**src/rtl/core/ptom_pkg.sv**
```systemverilog
// Package of the order matcher core: sizes, codes, state type and control structs.
`default_nettype none
package ptom_pkg;

    localparam int BOOK_DEPTH = 32;
    localparam int IDX_W      = $clog2(BOOK_DEPTH);
    localparam int SUM_W      = 32 + IDX_W + 1;

    localparam logic [1:0] REQ_MARKET = 2'd0;
    localparam logic [1:0] REQ_LIMIT  = 2'd1;
    localparam logic [1:0] REQ_IOC    = 2'd2;
    localparam logic [1:0] REQ_FOK    = 2'd3;

    localparam logic [2:0] OC_FILLED    = 3'd0;
    localparam logic [2:0] OC_RESTED    = 3'd1;
    localparam logic [2:0] OC_CANCELLED = 3'd2;
    localparam logic [2:0] OC_KILLED    = 3'd3;
    localparam logic [2:0] OC_DROPPED   = 3'd4;

    typedef enum logic [2:0] {
        ST_IDLE,
        ST_DISPATCH,
        ST_FOK_SUM,
        ST_FOK_CHECK,
        ST_SEARCH,
        ST_FILL,
        ST_FINISH,
        ST_FREE
    } state_t;

    typedef struct packed {
        logic       load;
        logic       scan_clear;
        logic       fok_step;
        logic       search_step;
        logic       fill;
        logic       rest;
        logic       report;
        logic [2:0] outcome;
    } ptom_cmd_t;

    typedef struct packed {
        logic scan_last;
        logic best_found;
        logic rem_zero;
        logic fill_closes;
        logic fok_short;
        logic kind_fok;
        logic kind_limit;
        logic slot_free;
    } ptom_stat_t;

endpackage
`default_nettype wire

```
**src/rtl/core/ptom_ctrl.sv**
```systemverilog
// Controller state machine of the order matcher core.
`default_nettype none
module ptom_ctrl
    import ptom_pkg::*;
(
    input  wire logic       clk,
    input  wire logic       rst_n,
    input  wire logic       start,
    input  wire ptom_stat_t stat,
    output ptom_cmd_t       cmd,
    output logic            busy
);

    state_t state_reg;
    state_t state_next;

    always_ff @(posedge clk or negedge rst_n)
    begin
        if (!rst_n)
        begin
            state_reg <= ST_IDLE;
        end
        else
        begin
            state_reg <= state_next;
        end
    end

    always_comb
    begin
        state_next = state_reg;
        unique case (state_reg)
            ST_IDLE:
            begin
                if (start)
                begin
                    state_next = ST_DISPATCH;
                end
            end
            ST_DISPATCH:
            begin
                if (stat.kind_fok)
                begin
                    state_next = ST_FOK_SUM;
                end
                else if (stat.rem_zero)
                begin
                    state_next = ST_FINISH;
                end
                else
                begin
                    state_next = ST_SEARCH;
                end
            end
            ST_FOK_SUM:
            begin
                if (stat.scan_last)
                begin
                    state_next = ST_FOK_CHECK;
                end
            end
            ST_FOK_CHECK:
            begin
                if (stat.fok_short)
                begin
                    state_next = ST_IDLE;
                end
                else if (stat.rem_zero)
                begin
                    state_next = ST_FINISH;
                end
                else
                begin
                    state_next = ST_SEARCH;
                end
            end
            ST_SEARCH:
            begin
                if (stat.scan_last)
                begin
                    state_next = ST_FILL;
                end
            end
            ST_FILL:
            begin
                if (!stat.best_found || stat.fill_closes)
                begin
                    state_next = ST_FINISH;
                end
                else
                begin
                    state_next = ST_SEARCH;
                end
            end
            ST_FINISH:
            begin
                if (!stat.rem_zero && stat.kind_limit)
                begin
                    state_next = ST_FREE;
                end
                else
                begin
                    state_next = ST_IDLE;
                end
            end
            ST_FREE:
            begin
                if (stat.slot_free || stat.scan_last)
                begin
                    state_next = ST_IDLE;
                end
            end
            default:
            begin
                state_next = ST_IDLE;
            end
        endcase
    end

    always_comb
    begin
        cmd  = '0;
        busy = 1'b1;
        unique case (state_reg)
            ST_IDLE:
            begin
                busy     = 1'b0;
                cmd.load = start;
            end
            ST_DISPATCH:
            begin
                cmd.scan_clear = 1'b1;
            end
            ST_FOK_SUM:
            begin
                cmd.fok_step = 1'b1;
            end
            ST_FOK_CHECK:
            begin
                cmd.scan_clear = 1'b1;
                cmd.report     = stat.fok_short;
                cmd.outcome    = OC_KILLED;
            end
            ST_SEARCH:
            begin
                cmd.search_step = 1'b1;
            end
            ST_FILL:
            begin
                cmd.fill       = stat.best_found;
                cmd.scan_clear = 1'b1;
            end
            ST_FINISH:
            begin
                cmd.scan_clear = 1'b1;
                if (stat.rem_zero)
                begin
                    cmd.report  = 1'b1;
                    cmd.outcome = OC_FILLED;
                end
                else if (!stat.kind_limit)
                begin
                    cmd.report  = 1'b1;
                    cmd.outcome = OC_CANCELLED;
                end
            end
            ST_FREE:
            begin
                cmd.search_step = 1'b1;
                if (stat.slot_free)
                begin
                    cmd.rest    = 1'b1;
                    cmd.report  = 1'b1;
                    cmd.outcome = OC_RESTED;
                end
                else if (stat.scan_last)
                begin
                    cmd.report  = 1'b1;
                    cmd.outcome = OC_DROPPED;
                end
            end
            default:
            begin
                cmd = '0;
            end
        endcase
    end

endmodule
`default_nettype wire

```
**config.mk**
```make
export PLATFORM = sky130hd
export DESIGN_NAME = ptom_ctrl
export DESIGN_NICKNAME = d
export VERILOG_FILES = /design/src/rtl/core/ptom_pkg.sv /design/src/rtl/core/ptom_ctrl.sv
export SDC_FILE = /design/constraint.sdc
export NUM_CORES = 1
export LEC_CHECK = 0
export ABC_AREA = 0
export BUFFER_PORTS_ARGS = -buffer_cell sky130_fd_sc_hd__buf_2
export CORE_AREA = 5 5 42 44
export DETAILED_ROUTE_END_ITERATION = 8
export DIE_AREA = 0 0 47 49
export GPL_TIMING_DRIVEN = 0
export HOLD_SLACK_MARGIN = 0.15
export PLACE_DENSITY = 0.58
export SYNTH_ARGS = -nofsm -noshare
export SYNTH_HDL_FRONTEND = slang
export SYNTH_SLANG_ARGS = --single-unit
```
**constraint.sdc**
```tcl
create_clock -name clk -period 1.9 [get_ports clk]
set_input_delay 0.19 -clock clk [delete_from_list [all_inputs] [get_ports clk]]
set_output_delay 0.19 -clock clk [all_outputs]
set_load 0.03 [all_outputs]
```
==> impl_metrics.env <==
export IMPL_status="finished, final reports clean"
export IMPL_postSynthNetCount=62
export IMPL_placed_cells=88
export IMPL_die_h_um=49
export IMPL_yosysUniqueCellTypes=28
export IMPL_num_vias=437
export IMPL_rr_startpoint="state_reg[1]"
export IMPL_hp_class="primary input to register"
export IMPL_critPathKind="register to output pin"
export IMPL_syn_area_per_cell_um2=7.802
export IMPL_layout_drive_gt1_share_pct=41.56
export IMPL_synthesis_area_um2=397.9
export IMPL_synth_top_area_share_pct=18.87
export IMPL_synth_seq_area_share_pct=18.87
export IMPL_post_route_min_period_ns=1.570
export IMPL_startpoint="state_reg[0]"
export IMPL_layout_cells_non_filler=93
export IMPL_grt_pass1_wl_mm=1.683
export IMPL_cp_buffers_inverters=2
export IMPL_htreeDepth=1
export IMPL_setup_viol=0
export IMPL_cp_data_arrival_time_ns=1.38
export IMPL_grt_setup_unrepaired="false"
export IMPL_hold_violations=0
export IMPL_final_area_um2=559.3
export IMPL_cp_top_family="flip-flops"
export IMPL_ir_worst_vdd_v=0.0005625
export IMPL_nFillCells=163
export IMPL_num_rows=14
export IMPL_hold_slack_ns=0.2573
export IMPL_post_drt_wl_per_cell_um=10.87
export IMPL_fmax_mhz=637.1
export IMPL_drt_iter0_markers=5
export IMPL_start_util_pct=28.39
export IMPL_coreArea_um2=1401
export IMPL_min_delay_start="stat[4]"
export IMPL_routed_wl_mm=1.011
export IMPL_cts_inserted_buffers=3
export IMPL_async_flop_share_pct=100.0
export IMPL_gp_congestion=0.7617
export IMPL_grt_pass1_vias=396
export IMPL_fin_crit_sh_pct=82.61
export IMPL_cts_setup_buffers=0
export IMPL_fin_setup_tns_ns=0
export IMPL_place_hpwl_um=795.3
export IMPL_synth_area_top_cells="dfrtp_1 19%, o21a_1 7.5%, buf_6 5.7%"
export IMPL_p_per_area_nw_per_um2=1783
export IMPL_final_antenna_net_count=0
export IMPL_slew_violations=0
export IMPL_yosysTopAreaCell="dfrtp_1"
export IMPL_skew_ns=0.0008510
export IMPL_path_clk_slew_ns=0.04
export IMPL_insertion_delay_ns=0.23
export IMPL_die_w_um=47
export IMPL_synth_warning_count=0
export IMPL_drt_pre_antenna_iters=4
export IMPL_syn_to_final_growth_pct=40.57
export IMPL_cp_required_ns=1.71
export IMPL_startpoint_type="register"
export IMPL_cpPeakStageDelay_ns=0.45
export IMPL_synth_main_ff_cell="dfrtp_1"
export IMPL_antenna_found_initial=0
export IMPL_grt_usage_pct=9.816
export IMPL_leakage_nw=0.2780
export IMPL_synth_edff_count=0
export IMPL_ios=22
export IMPL_clock_sinks=3
export IMPL_dpl_cell_area_um2=523.0
export IMPL_overflow=0
export IMPL_ctsRootBufferMaster="clkbuf_4"
export IMPL_die_area_um2=2303
export IMPL_io_buffers=21
export IMPL_power_mw=0.9971
export IMPL_yosys_top_cells_count="6 x nand2_1, 6 x nor2_1, 4 x o21a_1"
export IMPL_synth_cells=51
export IMPL_worst_pin_slew_ns=0.2666
export IMPL_endpoint_kind="output pin"
export IMPL_path_cells="buf_4, and2b_1, o21a_1, buf_2"
export IMPL_diodes=0
export IMPL_crit_path_max_fanout=10
export IMPL_cts_tree="yes"
export IMPL_grt_max_degree=11
export IMPL_viasPerCell=4.699
export IMPL_cp_slowest_cell="dfrtp_1"
export IMPL_cts_buffer_depth=2
export IMPL_largest_reg_flops=3
export IMPL_cap_violations=0
export IMPL_fin_nets=89
export IMPL_synth_seq_cells=3
export IMPL_slew_headroom_pct=81.98
export IMPL_drc=0
## stage by stage
| step | util (%) | setup WS (ns) |
|---|---|---|
| after floorplan | - | 0.3620 |
| after global placement | 37.32 | 0.5728 |
| after detailed placement | 37.32 | 0.5781 |
| after CTS | 39.91 | 0.3211 |
| after global routing | 39.91 | 0.2340 |
| final | 39.91 | 0.3305 |
## path summary, 6_finish.rpt
check	end	slack (ns)	cells past startpoint
max	cmd[1]	0.33	4
min reg2reg	state_reg[1]	0.67	2
max in group asynchronous	state_reg[1]	1.52	2
min in group asynchronous	state_reg[0]	0.27	2
min	state_reg[1]	0.26	3
max reg2reg	state_reg[0]	0.79	4
## power by group
part	total, mW	switching (mW)	internal [mW]
Clock	0.111	0.0325	0.0787
Combinational	0.747	0.435	0.312
Sequential	0.139	0.0421	0.0968
Total	0.997	0.509	0.488
## layout by cell type (no fill, tap or decap), types with 2 or more instances in the layout
cell / instances
clkbuf_4: 3
o21ai_0: 3
buf_2: 21
dfrtp_1: 3
nand2b_1: 2
nor2b_1: 2
and3_1: 2
o21a_1: 4
nor2_1: 6
and2_1: 2
buf_6: 2
nand2_1: 6
o21ai_1: 2
## timing repair
action                                 in CTS  in global routing
gates resized for setup                     0                  0
hold buffers                                1                  0
endpoints found under the hold margin       3                  0
## layout make-up
cell class	count	area, um2	area share, %
multi-input cells	43	274.0	48.99
clock buffers	4	26.28	4.698
flip-flops and latches	3	75.07	13.42
repair buffers	22	115.1	20.58
plain buffers	4	45.04	8.054
inverters	1	3.754	0.6711
well taps	16	20.02	3.579
## worst min-delay path, stage by stage
cell and delay (ns):
buf_2 0.08, o32ai_2 0.06, o21ai_1 0.11
## per-layer routing
layer / vias up / share of wire, % / track usage (%)
met5: - / 0 / 0
met1: 191 / 44 / 13.53
li1: 233 / - / -
met4: 0 / 0 / 6.912
met2: 13 / 48 / 13.57
met3: 0 / 7.3 / 1.107
## cell families (layout without fill, tap and decap cells)
family / after synthesis / count (layout) / share of synthesized area, %
XOR/XNOR: 1 / 1 / 2.202
flip-flops: 3 / 3 / 18.87
buffers and inverters: 5 / 31 / 12.26
AO/OA/AOI/OAI: 16 / 16 / 29.56
AND/OR/NAND/NOR: 26 / 26 / 37.10
Note: power is estimated with default switching activity, not from simulation.
